`src/hw/rtl/mtg_pkg.sv`:
```
// Shared constants and types for the Mersenne Twister generator.
package mtg_pkg;

  localparam int unsigned WORD_W      = 32;
  localparam int unsigned STATE_WORDS = 624;
  localparam int unsigned TAP_OFFSET  = 397;
  localparam int unsigned DRAW_W      = 8;

  typedef logic [WORD_W-1:0] word_t;

  localparam word_t SEED_RESET   = 32'd5489;
  localparam word_t SEED_MULT    = 32'd1812433253;
  localparam word_t TWIST_VECTOR = 32'h9908_b0df;
  localparam word_t UPPER_MASK   = 32'h8000_0000;
  localparam word_t LOWER_MASK   = 32'h7fff_ffff;
  localparam word_t TEMPER_B     = 32'h9d2c_5680;
  localparam word_t TEMPER_C     = 32'hefc6_0000;

endpackage

```
`src/hw/rtl/mtg_cell.sv`:
```
// One state word of the twister chain; loads its input word on each step.
module mtg_cell (
  input  logic          clk_i,
  input  logic          shift_i,
  input  mtg_pkg::word_t word_i,
  output mtg_pkg::word_t word_o
);

  mtg_pkg::word_t word_q;

  // Payload register, no reset needed
  always_ff @(posedge clk_i) begin
    if (shift_i) begin
      word_q <= word_i;
    end
  end

  assign word_o = word_q;

endmodule

```
`config.mk`:
```
export PLATFORM = sky130hd
export DESIGN_NAME = mtg_cell
export DESIGN_NICKNAME = d
export VERILOG_FILES = /design/src/hw/rtl/mtg_pkg.sv /design/src/hw/rtl/mtg_cell.sv
export SDC_FILE = /design/constraint.sdc
export NUM_CORES = 1
export LEC_CHECK = 0
export ABC_CLOCK_PERIOD_IN_PS = 800
export BUFFER_PORTS_ARGS = -buffer_cell sky130_fd_sc_hd__buf_2
export CORE_ASPECT_RATIO = 0.7
export CORE_UTILIZATION = 37
export CTS_BUF_LIST = sky130_fd_sc_hd__clkbuf_8
export CTS_CLUSTER_SIZE = 12
export DETAILED_ROUTE_END_ITERATION = 7
export PLACE_DENSITY_LB_ADDON = 0.08
export RECOVER_POWER = 100
export SYNTH_ARGS = -nofsm -noshare
export SYNTH_HDL_FRONTEND = slang
export SYNTH_SLANG_ARGS = --single-unit
```
`constraint.sdc`:
```
create_clock -name clk_i -period 0.8 [get_ports clk_i]
set_input_delay 0 -clock clk_i [delete_from_list [all_inputs] [get_ports clk_i]]
set_output_delay 0 -clock clk_i [all_outputs]
set_load 0.05 [all_outputs]
```
==> metrics <==
clock-pin slew on the worst setup and hold paths=0.06 ns; Worst Path Buf+Inv=1; Multi-input comb cells=0; Max Root-Sink Buffers=2; Synthesis Warnings=0; area of the multi-input gates=0 um^2; pin count of the biggest net entering global routing=19; Worst EP arrival=0.86 ns; most frequent cells in the layout=dlygate4sd3_1, buf_2, buf_6, edfxtp_1, clkbuf_8; DR DRC count=0; Register Area=960.9 um^2; IO Port Bufs=65; Vias/cell=4.197; n_diodes=0; Leak=0.8131 nW; GRT Util Overall=0.1809; Fillers=154; final hold violation count=0; setup repair after global routing missed its margin=true; first-pass GRT wire length=3.381 mm; CTS Buf Count=5; number of routed nets with antenna violations=0; pre-CTS setup slack=0.1424 ns; H-Tree Depth=2; Worst Path Required=0.80 ns; Cell Rows=15; WS Path Type=register to output pin; fin nets=173; via count=726; Worst path max stage delay=0.41 ns; final instance area=0.001937 mm^2; total gr overflow=0; max reg flops=32; Slew Viols, Final=0; P per Cell Area=2114 mW/mm^2; worst hold slack=0.08981 ns; Slowest-stage cell, CP=edfxtp_1; DP HPWL=1.301 mm; # IOs=66; Synth Area in Simple Gates=0; DRT iter0 DRCs=8; Die Y=44.64 um; vias in the first global route=746; crit path capture type=output pin; Synth Area in Adders=0; fin util=0.7878; worst min-delay path class=input pin to register; Syn Std Cell Area=960.9 um^2; First-pass DRT Iterations=4; wl on met1=840 um; Pwr Total=0.004094 W; Final WS setup=-0.05979 ns; top routing layer in use=met4; Sink Count=32; synthesized net count=66; VDD IR max=0.001418 V; multiplexer share of the synthesized area=0; Worst Path Max Fanout=1; Mapped Cells=32; register area share after synthesis=1.000; CTS tree=built; Avg Cell Area, Syn=30.03 um^2; failing checks=negative setup slack; postcts setup bufs=0; post-synthesis compound-gate area fraction=0; crit path time final=0.8598 ns; max_slew headroom=0.7301; core area=0.002459 mm^2; layout cell share with drive strength beyond 1=0.5036; DP Area=0.001364 mm^2; DR WL met3=132 um; Final setup viols=32; metal2 WL=1.253 mm; xor/xnor share of the synthesized area=0; die area=0.002808 mm^2; slew at the pin with the worst max-slew slack=0.4048 ns; Crit path max-delay family=flip-flops; synthesized flop and latch total=32; initial antenna violation count=0; fmax=1.163 GHz; Startpoint Class=register; GP Congestion=0.6817; area grow syn2layout=101.6%; Final Cycle Share=1.075; starting density of the core=0.3908; Cell Chain, Critical Path=buf_6; max_cap viols=0; synth unique cells=1; wirelength, routed=2.295 mm; WL per Instance=13.27 um; CTS Root Cell=clkbuf_8; status=finished with violations; die width=62.91 um
Yosys cell counts:
cell type,n,area share
edfxtp_1,32,1.0
report_power, final:
part	internal, W	leakage, nW	switching, W
clock network	0.000571	0.0391	0.000493
registers	0.00200	0.313	0.0000614
logic	0.000396	0.461	0.000573
total	0.00297	0.813	0.00113
layout make-up:
class,count,share of cell area
tap,34,0.02196
clock inverter,2,0.003876
sequential,32,0.4961
timing repair buffer,100,0.4425
clock buffer,5,0.03553
stage by stage:
step                      std cells  setup TNS, ns
after global routing            173         -1.657
final                           173        -0.5895
after CTS                       173         -1.078
after global placement          134              0
after detailed placement        134              0
after floorplan                  32              0
logic make-up (layout without fill, tap and decap cells):
family / after synthesis / after routing
flip-flops: 32 / 32
buffers and inverters: 0 / 107
worst paths after layout:
check / startpoint / endpoint / slack, ns / depth (start not counted)
max: word_o[12]$_DFFE_PP_ / word_o[12] / -0.06 / 1
min: shift_i / word_o[3]$_DFFE_PP_ / 0.09 / 1
timing repair:
action	CTS	global route
hold endpoints to repair	32	0
gates resized for setup	64	0
hold buffers	32	0
setup endpoints to repair	32	32
pin swaps	0	0
per-layer routing:
metal,vias up,global-route usage
met5,-,0
met4,0,0.1302
met3,6,0.08505
met2,42,0.3118
met1,336,0.1764
li1,342,-
(Power assumes the default switching activity.)
