**config.mk**
```make
export PLATFORM = sky130hd
export DESIGN_NAME = mtg_seed
export DESIGN_NICKNAME = d
export VERILOG_FILES = /design/src/hw/rtl/mtg_pkg.sv /design/src/hw/rtl/mtg_seed.sv
export SDC_FILE = /design/constraint.sdc
export NUM_CORES = 1
export LEC_CHECK = 0
export ABC_AREA = 1
export BUFFER_PORTS_ARGS = -buffer_cell sky130_fd_sc_hd__buf_2
export CAP_MARGIN = 20
export CORE_MARGIN = 1.5
export CORE_UTILIZATION = 60
export DETAILED_ROUTE_END_ITERATION = 12
export PLACE_DENSITY = 0.82
export SYNTH_ARGS = -nofsm -noshare
export SYNTH_HDL_FRONTEND = slang
export SYNTH_SLANG_ARGS = --single-unit
```
**constraint.sdc**
```tcl
create_clock -name vclk -period 10.1
set_clock_uncertainty 0.2 [all_clocks]
set_input_delay 1.515 -clock vclk [all_inputs]
set_output_delay 1.515 -clock vclk [all_outputs]
set_load 0.01 [all_outputs]
```
**src/hw/rtl/mtg_pkg.sv**
```systemverilog
// Shared constants and types for the Mersenne Twister generator.
package mtg_pkg;

  localparam int unsigned WORD_W      = 32;
  localparam int unsigned STATE_WORDS = 624;
  localparam int unsigned TAP_OFFSET  = 397;
  localparam int unsigned DRAW_W      = 8;

  typedef logic [WORD_W-1:0] word_t;

  localparam word_t SEED_RESET   = 32'd5489;
  localparam word_t SEED_MULT    = 32'd1812433253;
  localparam word_t TWIST_VECTOR = 32'h9908_b0df;
  localparam word_t UPPER_MASK   = 32'h8000_0000;
  localparam word_t LOWER_MASK   = 32'h7fff_ffff;
  localparam word_t TEMPER_B     = 32'h9d2c_5680;
  localparam word_t TEMPER_C     = 32'hefc6_0000;

endpackage

```
**src/hw/rtl/mtg_seed.sv**
```systemverilog
// Seeding recurrence: next fill word from the last word pushed into the chain, or the seed for the first word.
module mtg_seed #(
  parameter int unsigned IdxW = 10
) (
  input  mtg_pkg::word_t  seed_i,
  input  mtg_pkg::word_t  prev_i,
  input  logic [IdxW-1:0] idx_i,
  output mtg_pkg::word_t  fill_o
);

  mtg_pkg::word_t mix;
  mtg_pkg::word_t prod;
  mtg_pkg::word_t idx_ext;

  // w[i] = mult * (w[i-1] ^ (w[i-1] >> 30)) + i, low 32 bits kept
  always_comb begin
    mix     = prev_i ^ (prev_i >> 30);
    prod    = mtg_pkg::word_t'(mix * mtg_pkg::SEED_MULT);
    idx_ext = {{(mtg_pkg::WORD_W-IdxW){1'b0}}, idx_i};
    fill_o  = (idx_i == '0) ? seed_i : prod + idx_ext;
  end

endmodule

```
==> results.cfg, run 1 <==
[floorplanning]
row_count = 45
core-area_um2 = 15100
die_height_um = 127
pin_count = 106
fp.dieW_um = 127
dieArea_um2 = 16200
start_util_pct = 61.3

[placement]
placed_area_um2 = 10000
place_inst = 1399
place.gp.congestion = 0.922
io_buffers = 106
hpwl_mm = 20.8

[logic_synthesis]
synth_cells = 1111
syn_area_um2 = 9290
ys_top_cells_by_count = inv_1, ha_1, nand2_1
seq_area_frac_synth_pct = 0
yosys-top-cells-area = fa_1, ha_1, inv_1
syn_nets = 1574
netlist.top_cell.by_area = fa_1
yosysMostFrequentCell = inv_1
synth_top_area_share_pct = 33.0
synth_area_per_cell_um2 = 8.36
synth_cell_types = 41
synth_warnings = 0

[worst_setup_path]
worst_ep_required_time_ns = 8.39
crit_fanout = 6
cp.arrival_ns = 7.60
end_kind = primary output
critPathKind = in -> out
crit_end = fill_o[23]
startpoint = prev_i[0]
cp-start-kind = primary input

[final_layout]
final_cells = 1399
fin_util_pct = 66.2
drive_gt1_share_pct = 11.2
n_sequential_cell = 0
ff_latch_area_um2 = 0
fillers = 1256
diodes = 0
syn_to_final_growth_pct = 7.99
nets = 1676
nClkBuffers = 0
final_area_um2 = 10000

[global_route]
track_usage_pct = 29.7
grt_max_degree = 45
antenna_found_initial = 0
overflow = 0
grt_pass1_vias = 7781
grt_pass1_wl_mm = 37.8

[hold_path]
hp-class = in -> out

[sta]
max_freq_mhz = 107
finalCritPeriodShare_pct = 92.2
maxSlewHeadroom_pct = 33.8
worst_pin_slew_ns = 0.987
rsz0062_at_grt = false
finalSetupTns_ns = 0
period_needed_ns = 9.32
final_max_slew_viol_count = 0
final-hold-violation-count = 0
setup_viol = 0

[route]
drt_pass1_iterations = 4
drc = 0
routed_wl_mm = 23.2
route.antenna.remaining_nets = 0
initialDrtViolationCount = 420
num_vias = 7545
wl_per_cell_um = 16.6
vias_per_cell = 5.39

[clock_tree]
postCtsHoldBufs = 0
cts_resized = 0
cts_setup_buffers = 0

[status]
outcome = complete, no violations

[run]
cap_viol_max_count = 0
-- area by class of cell --
type | instances | area [µm²] | area share, %
Tap cell | 188 | 235 | 2.34
Multi-Input combinational cell | 791 | 8090 | 80.6
Timing Repair Buffer | 106 | 531 | 5.29
Inverter | 314 | 1180 | 11.7
-- worst min path at each step --
| stage | from | depth (start not counted) | slack [ns] | endpoint |
|---|---|---|---|---|
| global placement | seed_i[2] | 4 | 3.10 | fill_o[2] |
| detailed placement | seed_i[3] | 4 | 3.11 | fill_o[3] |
| floorplan | seed_i[1] | 2 | 2.95 | fill_o[1] |
| global route | seed_i[23] | 4 | 3.12 | fill_o[23] |
| finish | seed_i[3] | 4 | 3.10 | fill_o[3] |
| CTS | seed_i[3] | 4 | 3.11 | fill_o[3] |
-- routing by layer --
layer	wire length, µm	track usage (%)	up-vias
li1	-	-	3648
met4	558	6.82	0
met1	10300	39.1	3613
met3	1170	3.27	41
met2	11200	52.5	243
met5	0	0	-
-- critical path, cell delays in order --
cell      delay [ns]
buf_2           0.10
xnor2_1         0.44
xnor2_1         0.17
inv_1           0.15
ha_1            0.21
or2_2           0.29
ha_1            0.28
inv_1           0.05
fa_1            0.47
inv_1           0.04
ha_1            0.18
fa_1            0.46
fa_1            0.47
fa_1            0.52
inv_1           0.05
fa_1            0.47
inv_1           0.04
ha_1            0.40
nand2_1         0.14
nor2_1          0.16
nand2_1         0.11
nor3_1          0.36
nor3_1          0.09
nand3b_1        0.20
nand2_1         0.10
buf_2           0.13
-- layout by cell type (no fill, tap or decap), drive strengths merged, types with 2 or more instances in the layout --
cell | synthesis | layout
nand3b | 6 | 6
nor2 | 38 | 38
a21oi | 33 | 33
a31oi | 5 | 5
nor4 | 2 | 2
o21a | 5 | 5
nand4 | 7 | 7
nand3 | 42 | 42
fa | 153 | 153
inv | 313 | 313
o21ai | 36 | 36
buf | 1 | 106
xor2 | 14 | 14
o21bai | 2 | 2
a21boi | 3 | 3
a21o | 7 | 7
nor3 | 8 | 8
xnor2 | 14 | 14
or2 | 10 | 10
ha | 236 | 236
nand2 | 167 | 167
-- per-stage QoR --
step           hold slack, ns  setup slack (ns)
2_1_floorplan            2.95              1.62
3_3_place_gp             3.10             0.839
3_5_place_dp             3.11             0.833
4_1_cts                  3.11             0.810
5_1_grt                  3.12             0.451
6_report                 3.10             0.783
-- kinds of logic after synthesis --
family,count (synthesis),synth area share [%]
compound gates,94,6.56
simple gates,280,13.0
xor+xnor,28,2.72
fa+ha+maj,389,64.7
buf+inv,320,12.9
Power of run 1 is left out: the tool's default activity adds up to more than one toggle a clock period on the data nets, which glitch-free logic cannot reach.
==> inputs of run 2 (changes only) <==
--- a/config.mk
+++ b/config.mk
@@ -12,6 +12,7 @@
 export CORE_UTILIZATION = 60
 export DETAILED_ROUTE_END_ITERATION = 12
 export PLACE_DENSITY = 0.82
+export REMOVE_ABC_BUFFERS = 1
 export SYNTH_ARGS = -nofsm -noshare
 export SYNTH_HDL_FRONTEND = slang
 export SYNTH_SLANG_ARGS = --single-unit
==> results.cfg, run 2 (synthesized netlist as in run 1, its figures left out) <==
[status]
outcome = complete, no violations

[global_route]
use_met2_pct = 54.3
track_usage_pct = 30.5
grt_pass1_wl_mm = 38.6
overflow = 0
grt_max_degree = 45
met3_usage_pct = 2.93
grt_pass1_vias = 8002
antenna_found_initial = 0
global_route.usage.met1_pct = 39.2
grt-busiest-layer = met2

[worst_setup_path]
critPathKind = in -> out
cp.arrival_ns = 7.69
worst_ep_required_time_ns = 8.39
critPathSlowestCell = xnor2_1
crit_fanout = 6
cpPeakStageDelay_ns = 0.52
end_kind = primary output
cp-start-kind = primary input

[final_layout]
nClkBuffers = 0
layout_commonest_cell = inv_1
final_cell_mix = inv_1, ha_1, nand2_1, fa_1, buf_2
drive_gt1_share_pct = 11.4
diodes = 0
syn_to_final_growth_pct = 8.36
ff_latch_area_um2 = 0
n_sequential_cell = 0
nets = 1678

[route]
wl_per_cell_um = 16.9
vias_per_cell = 5.39
routed_wl_mm = 23.7
num_vias = 7552
initialDrtViolationCount = 488
drt_pass1_iterations = 4
drc = 0
route.antenna.remaining_nets = 0

[sta]
final_max_slew_viol_count = 0
setup_viol = 0
period_needed_ns = 9.41
maxSlewHeadroom_pct = 57.9
worst_pin_slew_ns = 0.626
rsz0062_at_grt = false
final-hold-violation-count = 0
finalSetupTns_ns = 0
max_freq_mhz = 106
finalCritPeriodShare_pct = 93.1

[clock_tree]
cts_setup_buffers = 0
cts_resized = 0
postCtsHoldBufs = 0

[placement]
hpwl_mm = 21.2
io_buffers = 106
place.gp.congestion = 0.925

[floorplanning]
row_count = 45
start_util_pct = 61.3
fp.dieW_um = 127
pin_count = 106
core-area_um2 = 15100
dieArea_um2 = 16200
die_height_um = 127

[run]
cap_viol_max_count = 0

[hold_path]
hp-class = in -> out
## run 2: cell count changes in the layout (fill, tap and decap cells not counted)
| cell | previous run | this run |
|---|---|---|
| buf_16 | 0 | 1 |
| buf_4 | 0 | 1 |
## run 2: layout make-up
class	count	area, µm²
multi-input combinational	791	8090
fill	1180	5080
inverter	314	1180
timing repair buffer	108	566
tap	188	235
## run 2: metrics by stage
| step | worst slack (ns) | instance area, µm² | util, % | hold WS (ns) | instances |
|---|---|---|---|---|---|
| floorplan | 1.62 | 9270 | - | 2.95 | 1105 |
| global placement | 0.939 | 10000 | 66.3 | 3.10 | 1400 |
| detailed placement | 0.761 | 10000 | 66.3 | 3.10 | 1400 |
| CTS | 0.760 | 10000 | 66.3 | 3.10 | 1400 |
| global route | 0.332 | 10100 | 66.5 | 3.13 | 1401 |
| finish | 0.694 | 10100 | 66.5 | 3.10 | 1401 |
## run 2: layer usage
layer	part of all wire, %	vias up
met5	0	-
met4	3.0	0
met1	43	3578
met3	5.0	53
met2	49	263
li1	-	3658
## run 2: critical path: cells and delay by family
family          cells  cell delay, ns
fa+ha+maj           9            3.42
simple gates        2            0.44
buf+inv             7            0.59
compound gates      5            1.01
xor+xnor            2            0.71
## run 2: final timing paths
| check | start | to | slack, ns | cells after the start |
|---|---|---|---|---|
| setup / recovery | prev_i[0] | fill_o[30] | 0.69 | 25 |
| hold / removal | seed_i[3] | fill_o[3] | 3.10 | 4 |
Power of run 2 is left out for the same reason.
==> inputs of run 3 (changes only) <==
==> constraint.sdc (replaced) <==
create_clock -name vclk -period 11.88
set_clock_uncertainty 0.2 [all_clocks]
set_input_delay 1.782 -clock vclk [all_inputs]
set_output_delay 1.782 -clock vclk [all_outputs]
set_load 0.01 [all_outputs]
==> results.cfg, run 3 (synthesized netlist as in run 1, its figures left out) <==
[placement]
placed_area_um2 = 10000
place.gp.congestion = 0.924
io_buffers = 106
hpwl_mm = 20.7
place_inst = 1400

[final_layout]
layout_commonest_cell = inv_1
final_cells = 1401
ff_latch_area_um2 = 0
fillers = 1209
syn_to_final_growth_pct = 8.36
nets = 1678
final_cell_mix = inv_1, ha_1, nand2_1, fa_1, buf_2
diodes = 0
final_area_um2 = 10100
drive_gt1_share_pct = 11.4
n_sequential_cell = 0
nClkBuffers = 0

[floorplanning]
core-area_um2 = 15100
fp.dieW_um = 127
die_height_um = 127
start_util_pct = 61.3
row_count = 45
pin_count = 106
dieArea_um2 = 16200

[sta]
finalSetupTns_ns = 0
fin_hold_ws_ns = 3.64
final_max_slew_viol_count = 0
worst_pin_slew_ns = 0.525
max_freq_mhz = 101
maxSlewHeadroom_pct = 64.8
finalCritPeriodShare_pct = 83.0
period_needed_ns = 9.86
setup_viol = 0
rsz0062_at_grt = false
final-hold-violation-count = 0

[route]
wl_per_cell_um = 16.5
drc = 0
route.antenna.remaining_nets = 0
initialDrtViolationCount = 393
vias_per_cell = 5.38
num_vias = 7536
routed_wl_mm = 23.1
drt_pass1_iterations = 5

[global_route]
grt_max_degree = 45
overflow = 0
antenna_found_initial = 0
grt_pass1_vias = 7792
grt_pass1_wl_mm = 37.4
track_usage_pct = 29.4

[worst_setup_path]
end_kind = primary output
cp.arrival_ns = 7.88
crit_fanout = 6
critPathBufInv = 7
critPathKind = in -> out
cp-start-kind = primary input
cp_top_family = adder cells
worst_ep_required_time_ns = 9.90
critPathSlowestCell = fa_1
cpPeakStageDelay_ns = 0.53

[clock_tree]
postCtsHoldBufs = 0
cts_setup_buffers = 0
cts_resized = 0

[status]
outcome = complete, no violations

[hold_path]
hp-class = in -> out

[run]
cap_viol_max_count = 0
==> run 3: cell counts in the layout (fill, tap and decap cells not counted) <==
No cell type changed its count.
==> run 3: worst paths after layout <==
kind,startpoint,end,slack [ns],cells after the start
hold / removal,seed_i[3],fill_o[3],3.64,4
setup / recovery,prev_i[0],fill_o[30],2.02,25
==> run 3: final cells by class <==
type               count  area (µm²)  share of cell area, %
multi-input cells    791        8090                   80.3
inverters            314        1180                   11.7
repair buffers       108         566                   5.62
well taps            188         235                   2.34
==> run 3: worst min-delay path, stage by stage <==
cell     delay (ns)
buf_2          0.07
nand2_1        0.04
nand2_1        0.04
buf_2          0.11
==> run 3: layer usage <==
metal | part of all wire (%) | GRT usage, % | vias up | wire length (µm)
met5 | 0 | 0 | - | 0
li1 | - | - | 3658 | -
met3 | 4.9 | 2.60 | 52 | 1130
met2 | 48 | 52.4 | 260 | 11100
met4 | 3.0 | 8.29 | 0 | 691
met1 | 44 | 38.4 | 3566 | 10100
==> run 3: per-stage QoR <==
step	utilization (%)	worst slack, ns
6_report	66.5	2.02
5_1_grt	66.5	1.67
4_1_cts	66.3	2.06
3_5_place_dp	66.3	2.06
3_3_place_gp	66.3	2.18
2_1_floorplan	-	2.87
Power of run 3 is left out for the same reason.
