## src/hw/rtl/mtg_pkg.sv

```systemverilog
// Shared constants and types for the Mersenne Twister generator.
package mtg_pkg;

  localparam int unsigned WORD_W      = 32;
  localparam int unsigned STATE_WORDS = 624;
  localparam int unsigned TAP_OFFSET  = 397;
  localparam int unsigned DRAW_W      = 8;

  typedef logic [WORD_W-1:0] word_t;

  localparam word_t SEED_RESET   = 32'd5489;
  localparam word_t SEED_MULT    = 32'd1812433253;
  localparam word_t TWIST_VECTOR = 32'h9908_b0df;
  localparam word_t UPPER_MASK   = 32'h8000_0000;
  localparam word_t LOWER_MASK   = 32'h7fff_ffff;
  localparam word_t TEMPER_B     = 32'h9d2c_5680;
  localparam word_t TEMPER_C     = 32'hefc6_0000;

endpackage

```

## src/hw/rtl/mtg_twist.sv

```systemverilog
// Twist of one state word and tempering of the result.
module mtg_twist (
  input  mtg_pkg::word_t head_i,
  input  mtg_pkg::word_t next_i,
  input  mtg_pkg::word_t tap_i,
  output mtg_pkg::word_t word_o,
  output mtg_pkg::word_t temper_o
);

  mtg_pkg::word_t y;
  mtg_pkg::word_t v;
  mtg_pkg::word_t t0;
  mtg_pkg::word_t t1;
  mtg_pkg::word_t t2;

  // New state word from head, its successor and the tap
  always_comb begin
    y = (head_i & mtg_pkg::UPPER_MASK) | (next_i & mtg_pkg::LOWER_MASK);
    v = tap_i ^ (y >> 1);
    if (y[0]) begin
      v = v ^ mtg_pkg::TWIST_VECTOR;
    end
    word_o = v;
  end

  // Tempering
  always_comb begin
    t0       = v ^ (v >> 11);
    t1       = t0 ^ ((t0 << 7) & mtg_pkg::TEMPER_B);
    t2       = t1 ^ ((t1 << 15) & mtg_pkg::TEMPER_C);
    temper_o = t2 ^ (t2 >> 18);
  end

endmodule

```

## config.mk

```make
export PLATFORM = sky130hd
export DESIGN_NAME = mtg_twist
export DESIGN_NICKNAME = d
export VERILOG_FILES = /design/src/hw/rtl/mtg_pkg.sv /design/src/hw/rtl/mtg_twist.sv
export SDC_FILE = /design/constraint.sdc
export NUM_CORES = 1
export LEC_CHECK = 0
export ABC_AREA = 1
export ABC_CLOCK_PERIOD_IN_PS = 1000
export BUFFER_PORTS_ARGS = -buffer_cell sky130_fd_sc_hd__buf_2
export CORE_MARGIN = 2
export CORE_UTILIZATION = 37
export DETAILED_ROUTE_END_ITERATION = 10
export GPL_TIMING_DRIVEN = 1
export PLACE_DENSITY = 0.8
export SYNTH_ARGS = -nofsm -noshare
export SYNTH_HDL_FRONTEND = slang
export SYNTH_SLANG_ARGS = --single-unit
```

## constraint.sdc

```tcl
create_clock -name vclk -period 1
set_input_delay 0.05 -clock vclk [all_inputs]
set_output_delay 0.05 -clock vclk [all_outputs]
set_load 0.02 [all_outputs]
```

==> results of run 1 <==
## timing repair
item | CTS
setup buffers | 11
gates resized for setup | 179
gates cloned | 2
endpoints found under the setup margin | 33
pin swaps | 59
## metrics by stage
stage | utilization (%) | worst slack (ns) | TNS, ns | std cells | hold WS (ns)
3_3_place_gp | 72.21 | -0.3460 | -7.651 | 629 | 0.4354
4_1_cts | 88.09 | -0.2656 | -5.278 | 641 | 0.4494
3_5_place_dp | 72.21 | -0.3905 | -8.769 | 629 | 0.4391
2_1_floorplan | - | -0.1496 | -1.059 | 378 | 0.1769
## cells by family after synthesis
logic type	count (synthesis)	share of synthesized area [%]
AND/OR/NAND/NOR	276	60.83
XOR/XNOR	51	27.34
buffers and inverters	51	11.83
==> impl_metrics.py, run 1 <==
metrics = {
    "status": {
        "status": "aborted with a tool error",
        "failed_stage": "5_1_grt",
        "error_message": "[ERROR DPL-0038] Utilization greater than 100%, impossible to legalize",
    },
    "synthesis": {
        "synth_top_cell_by_area": "nand2_1",
        "ys_top_cells_by_count": "192 x nand2_1, 61 x nand3_1, 44 x inv_1, 20 x xnor2_1, 20 x xor2_1",
        "synth.most_common_cell": "nand2_1",
        "netlist-cell-type-count": 17,
        "yosysWarnings": 0,
        "synth_cells": 378,
        "synth_top_area_share_pct": 37.23,
        "syn_nets": 474,
        "syn_area_um2": 1936,
        "synth_area_per_cell_um2": 5.121,
        "synth_area_leaders": "nand2_1 37%, nand3_1 16%, xnor2_1 9.0%",
        "seq_area_frac_synth_pct": 0,
    },
    "sta": {
        "grt_repair_worst_endpoint": "temper_o[8]",
        "endpoint_type": "primary output",
    },
    "placed_design": {
        "place_congestion": 0.8525,
        "port_buffers": 128,
        "dpl_cell_area_um2": 3665,
        "dpl.hpwl_um": 5965,
    },
    "die": {
        "fp.dieW_um": 76.33,
        "pin_count": 160,
        "num_rows": 26,
        "die_h_um": 76.33,
        "initial_core_util_pct": 38.14,
    },
    "clocking": {
        "ctsHoldBuffers": 0,
    },
    "grt": {
        "grt_max_degree": 9,
    },
}
==> run 2: changes to the inputs <==
--- a/config.mk
+++ b/config.mk
@@ -6,13 +6,13 @@
 export NUM_CORES = 1
 export LEC_CHECK = 0
 export ABC_AREA = 1
-export ABC_CLOCK_PERIOD_IN_PS = 1000
+export ABC_CLOCK_PERIOD_IN_PS = 1300
 export BUFFER_PORTS_ARGS = -buffer_cell sky130_fd_sc_hd__buf_2
 export CORE_MARGIN = 2
-export CORE_UTILIZATION = 37
+export CORE_UTILIZATION = 25
 export DETAILED_ROUTE_END_ITERATION = 10
 export GPL_TIMING_DRIVEN = 1
-export PLACE_DENSITY = 0.8
+export PLACE_DENSITY_LB_ADDON = 0.15
 export SYNTH_ARGS = -nofsm -noshare
 export SYNTH_HDL_FRONTEND = slang
 export SYNTH_SLANG_ARGS = --single-unit
==> constraint.sdc (replaced) <==
create_clock -name vclk -period 1.3
set_input_delay 0.065 -clock vclk [all_inputs]
set_output_delay 0.065 -clock vclk [all_outputs]
set_load 0.02 [all_outputs]
==> run 2 against run 1 <==
Compared with the run above:
- the run now ends clean
- area after synthesis is the same
- synthesized cell count is the same
==> impl_metrics.py, run 2 <==
metrics = {
    "critical_path": {
        "crit_type": "input pin to primary output",
        "crit_required_ns": 1.24,
        "cp_slowest_cell": "nor2_4",
        "crit_family": "buffers and inverters",
        "start_kind": "input pin",
        "crit_arrival_ns": 1.19,
        "path_max_fanout": 3,
        "max_stage_delay_ns": 0.21,
        "crit_chain": "buf_6 > nand2_2 > inv_2 > nor2_4 > buf_4 > buf_4 > xnor2_2 > inv_1 > nand3_2 > nand2_2 > buf_6",
        "cp_num_buf_inv": 6,
        "endpoint_kind": "primary output",
    },
    "power": {
        "p_leak_nw": 2.162,
        "p_per_area_nw_per_um2": 755.6,
        "ir_drop_uv": 305.0,
    },
    "sta": {
        "hold_viol": 0,
        "fin_crit_ns": 1.255,
        "setup_ws_ns": 0.04504,
        "setup_viol_count_final": 0,
        "slew_headroom_pct": 71.46,
        "fmax_mhz": 796.8,
        "worst_hold_slack_ns": 0.4589,
        "worstMarginPinSlew_ns": 0.4251,
        "period_share_pct": 96.54,
        "rsz0062_at_grt": "true",
        "report.final.slew_viol_count": 0,
    },
    "synthesis": {
        "synth_cells": 378,
        "syn_area_um2": 1936,
        "seq_area_frac_synth_pct": 0,
        "netlist-cell-type-count": 17,
        "synth_top_area_share_pct": 37.23,
        "syn_nets": 474,
        "synth_area_per_cell_um2": 5.121,
        "synth.most_common_cell": "nand2_1",
        "yosysWarnings": 0,
        "synth_area_leaders": "nand2_1 37%, nand3_1 16%, xnor2_1 9.0%",
        "ys_top_cells_by_count": "192 x nand2_1, 61 x nand3_1, 44 x inv_1, 20 x xnor2_1, 20 x xor2_1",
        "synth_top_cell_by_area": "nand2_1",
    },
    "final_layout": {
        "final_area_um2": 3766,
        "n_clock_buffer": 0,
        "area_delta_synth_final_pct": 94.57,
        "drive_above_1_share_pct": 59.39,
        "fill_cells": 821,
        "regArea_um2": 0,
        "diodes": 0,
        "multi_input_area_um2": 2236,
        "fin_nets": 652,
        "seq_cells": 0,
        "final_cell_mix": "125 x nand2_1, 106 x buf_2, 72 x nand2_2",
        "layout_commonest_cell": "nand2_1",
    },
    "die": {
        "initial_core_util_pct": 25.44,
        "num_rows": 32,
        "core_um2": 7607,
        "fp.dieW_um": 91.99,
        "die_h_um": 91.99,
        "dieArea_um2": 8462,
        "pin_count": 160,
    },
    "drt": {
        "vias": 2868,
        "wl_um": 6745,
        "drc": 0,
        "viasPerCell": 4.372,
        "drt_iter0_markers": 50,
        "routedWlPerCell_um": 10.28,
        "dr.pass1.iters": 4,
        "ant_nets": 0,
    },
    "grt": {
        "gr-total-overflow": 0,
        "grt_pass1_wl_um": 10050,
        "grt_max_degree": 8,
        "track_usage_pct": 13.75,
        "grt_pass1_vias": 2445,
        "antenna_found_initial": 0,
    },
    "status": {
        "status": "complete, no violations",
    },
    "clocking": {
        "ctsHoldBuffers": 0,
    },
    "placed_design": {
        "port_buffers": 128,
        "dpl_cell_area_um2": 3078,
        "place_congestion": 0.8184,
        "dpl_worst_slack_ns": -0.1533,
        "dpl.hpwl_um": 5421,
    },
    "worst_hold_path": {
        "hold_class": "input pin to primary output",
    },
    "flow_run": {
        "cap_viol_max_count": 0,
    },
}
run 2: worst paths after layout:
path	from	slack (ns)	to	cells after the start
worst max-delay path	next_i[16]	0.05	temper_o[4]	11
worst min-delay path	next_i[11]	0.46	word_o[10]	3
run 2: report_power, final:
group / internal (mW) / total, mW / switching [mW]
Sequential: 0 / 0 / 0
Combinational: 1.19 / 2.85 / 1.65
Clock: 0 / 0 / 0
run 2: cell type report:
type	count	share of cell area, %
well taps	102	3.389
multi-input cells	327	59.37
repair buffers	178	31.89
inverters	48	5.183
repair inverters	1	0.1661
run 2: logic make-up after synthesis:
group / Yosys count / share of synthesized area [%]
buffers and inverters: 51 / 11.83
xor gates and xnor gates: 51 / 27.34
and+or+nand+nor: 276 / 60.83
run 2: timing repair:
item                       in CTS  in global routing
pin swaps                       3                 51
resized for setup              12                159
cloned                          1                  0
setup buffers                   1                  7
hold endpoints to repair        0                  0
setup endpoints to repair      20                 23
run 2: routing by layer:
layer	vias up	global-route usage [%]	routed length, µm	part of all wire [%]
met1	1272	17.02	2773	41
met2	84	25.86	3486	52
met3	6	1.479	362	5.4
met5	-	0	0	0
met4	0	2.239	123	1.8
li1	1506	-	-	-
run 2: per-stage QoR:
| step | utilization (%) | setup TNS, ns | power (mW) | std cells |
|---|---|---|---|---|
| after floorplan | - | -0.04081 | 1.498 | 378 |
| after global placement | 40.46 | -1.067 | 2.339 | 647 |
| after detailed placement | 40.46 | -1.424 | 2.359 | 647 |
| after CTS | 41.32 | 0 | 2.399 | 649 |
| after global routing | 49.51 | -0.3154 | 3.096 | 656 |
| final | 49.51 | 0 | 2.846 | 656 |
Note: power is estimated with default switching activity, not from simulation.
==> run 3: changes to the inputs <==
--- a/config.mk
+++ b/config.mk
@@ -8,11 +8,13 @@
 export ABC_AREA = 1
 export ABC_CLOCK_PERIOD_IN_PS = 1300
 export BUFFER_PORTS_ARGS = -buffer_cell sky130_fd_sc_hd__buf_2
+export CAP_MARGIN = 20
 export CORE_MARGIN = 2
 export CORE_UTILIZATION = 25
 export DETAILED_ROUTE_END_ITERATION = 10
 export GPL_TIMING_DRIVEN = 1
 export PLACE_DENSITY_LB_ADDON = 0.15
+export SETUP_SLACK_MARGIN = 0.4
 export SYNTH_ARGS = -nofsm -noshare
 export SYNTH_HDL_FRONTEND = slang
 export SYNTH_SLANG_ARGS = --single-unit
==> run 3 against run 2 <==
Compared with the run above:
- the flow now finishes with violations (setup timing)
- maximum frequency shrank 3.8%
- cell count grew 3.7%
- total power is 34% higher
- critical path type unchanged
- largest power group unchanged
==> impl_metrics.py, run 3 (synthesis gave the netlist of run 2 again) <==
metrics = {
    "final_layout": {
        "fill_cells": 669,
        "fin_util_pct": 64.44,
        "final_cell_mix": "91 x nand2_1, 71 x buf_2, 70 x nand2_2",
        "drive_above_1_share_pct": 74.39,
        "seq_cells": 0,
        "n_clock_buffer": 0,
        "fin_nets": 676,
        "layout_commonest_cell": "nand2_1",
        "regArea_um2": 0,
        "area_delta_synth_final_pct": 153.3,
        "diodes": 0,
        "stdcell_count": 680,
    },
    "grt": {
        "grt_pass1_wl_um": 12230,
        "grt_max_degree": 9,
        "gr-total-overflow": 0,
        "antenna_found_initial": 0,
        "grt_pass1_vias": 2955,
        "track_usage_pct": 16.85,
    },
    "flow_run": {
        "cap_viol_max_count": 0,
    },
    "power": {
        "p_per_area_nw_per_um2": 778.3,
        "ir_drop_uv": 510.6,
        "power_mw": 3.815,
        "p_leak_nw": 2.591,
    },
    "sta": {
        "worstMarginPinSlew_ns": 0.3293,
        "report.final.slew_viol_count": 0,
        "slew_headroom_pct": 77.89,
        "fin_crit_ns": 1.304,
        "setup_viol_count_final": 2,
        "period_share_pct": 100.3,
        "setup_ws_ns": -0.004422,
        "hold_viol": 0,
        "fmax_mhz": 766.6,
        "rsz0062_at_grt": "true",
    },
    "die": {
        "fp.dieW_um": 91.99,
        "die_h_um": 91.99,
        "core_um2": 7607,
        "num_rows": 32,
        "initial_core_util_pct": 25.44,
        "dieArea_um2": 8462,
        "pin_count": 160,
    },
    "drt": {
        "drt_iter0_markers": 32,
        "dr.pass1.iters": 4,
        "drc": 0,
        "vias": 3008,
        "wl_um": 7392,
        "routedWlPerCell_um": 10.87,
        "viasPerCell": 4.424,
        "ant_nets": 0,
    },
    "critical_path": {
        "crit_required_ns": 1.24,
        "crit_arrival_ns": 1.24,
        "crit_type": "input pin to primary output",
        "critPathLaunch": "next_i[0]",
        "start_kind": "input pin",
        "endpoint_kind": "primary output",
        "path_max_fanout": 8,
    },
    "worst_hold_path": {
        "worstHoldStart": "tap_i[10]",
        "hold_class": "input pin to primary output",
    },
    "placed_design": {
        "place_congestion": 0.8417,
        "dpl.hpwl_um": 5856,
        "placed_cells": 661,
        "port_buffers": 128,
    },
    "status": {
        "status": "complete, but fails checks",
        "violations": "setup timing",
    },
    "clocking": {
        "ctsHoldBuffers": 0,
    },
}
## run 3: cell types whose count changed in the layout (fill, tap and decap cells not counted), moves of 9 or more
cell / before / now
buf_2: 106 / 71
buf_4: 49 / 67
buf_6: 16 / 57
nand2_1: 125 / 91
nand2_4: 5 / 38
nand3_1: 39 / 18
nand3_2: 25 / 37
nand3_4: 1 / 10
xor2_1: 15 / 5
xor2_4: 4 / 15
## run 3: layer usage
metal  wire length, µm  part of all wire (%)  GRT usage (%)  vias to the layer above
met5                 0                     0              0                        -
met2              4250                    57          34.87                       70
met3               370                   5.0          2.136                        4
li1                  -                     -              -                     1547
met4                46                  0.62         0.9950                        0
met1              2724                    37          18.80                     1387
## run 3: cell type report
type                            count  area (µm²)  share of cell area (%)
Tap cell                          102       127.6                   2.603
Timing Repair inverter              1       16.27                  0.3318
Inverter                           48       201.4                   4.109
Timing Repair Buffer              202        1620                   33.05
Multi-Input combinational cell    327        2937                   59.90
## run 3: critical path: stages
cell and delay [ns]:
buf_8 0.10, buf_12 0.15, inv_16 0.08, buf_4 0.11
nand3_4 0.07, nand3_2 0.11, nand2_4 0.07, nand2_4 0.07
nand2_2 0.07, nand2_2 0.08, nand3_2 0.07, nand2_2 0.07
buf_6 0.11
## run 3: path summary, 6_finish.rpt
check                     end  slack [ns]  cells past startpoint
hold / removal     word_o[10]        0.46                      3
setup / recovery  temper_o[4]      -0.004                     13
## run 3: where the power goes
part / internal, mW / total, mW / switching (mW)
Combinational: 1.79 / 3.82 / 2.03
Sequential: 0 / 0 / 0
Clock: 0 / 0 / 0
Total: 1.79 / 3.82 / 2.03
## run 3: repair_timing
action                     in CTS  in global routing
gates resized for setup       203                 60
setup endpoints to repair      46                 44
setup buffers                  13                  5
gates cloned                    1                  0
pin swaps                      66                 35
## run 3: stage by stage
step	hold WS, ns	setup WS [ns]	area, µm²	setup TNS [ns]
2_1_floorplan	0.1992	0.1204	2635	0
3_3_place_gp	0.4608	-0.08995	3789	-0.7066
3_5_place_dp	0.4631	-0.1399	3789	-1.318
4_1_cts	0.4632	0.003241	4651	0
5_1_grt	0.4925	-0.08420	4902	-0.5599
6_report	0.4599	-0.004422	4902	-0.006450
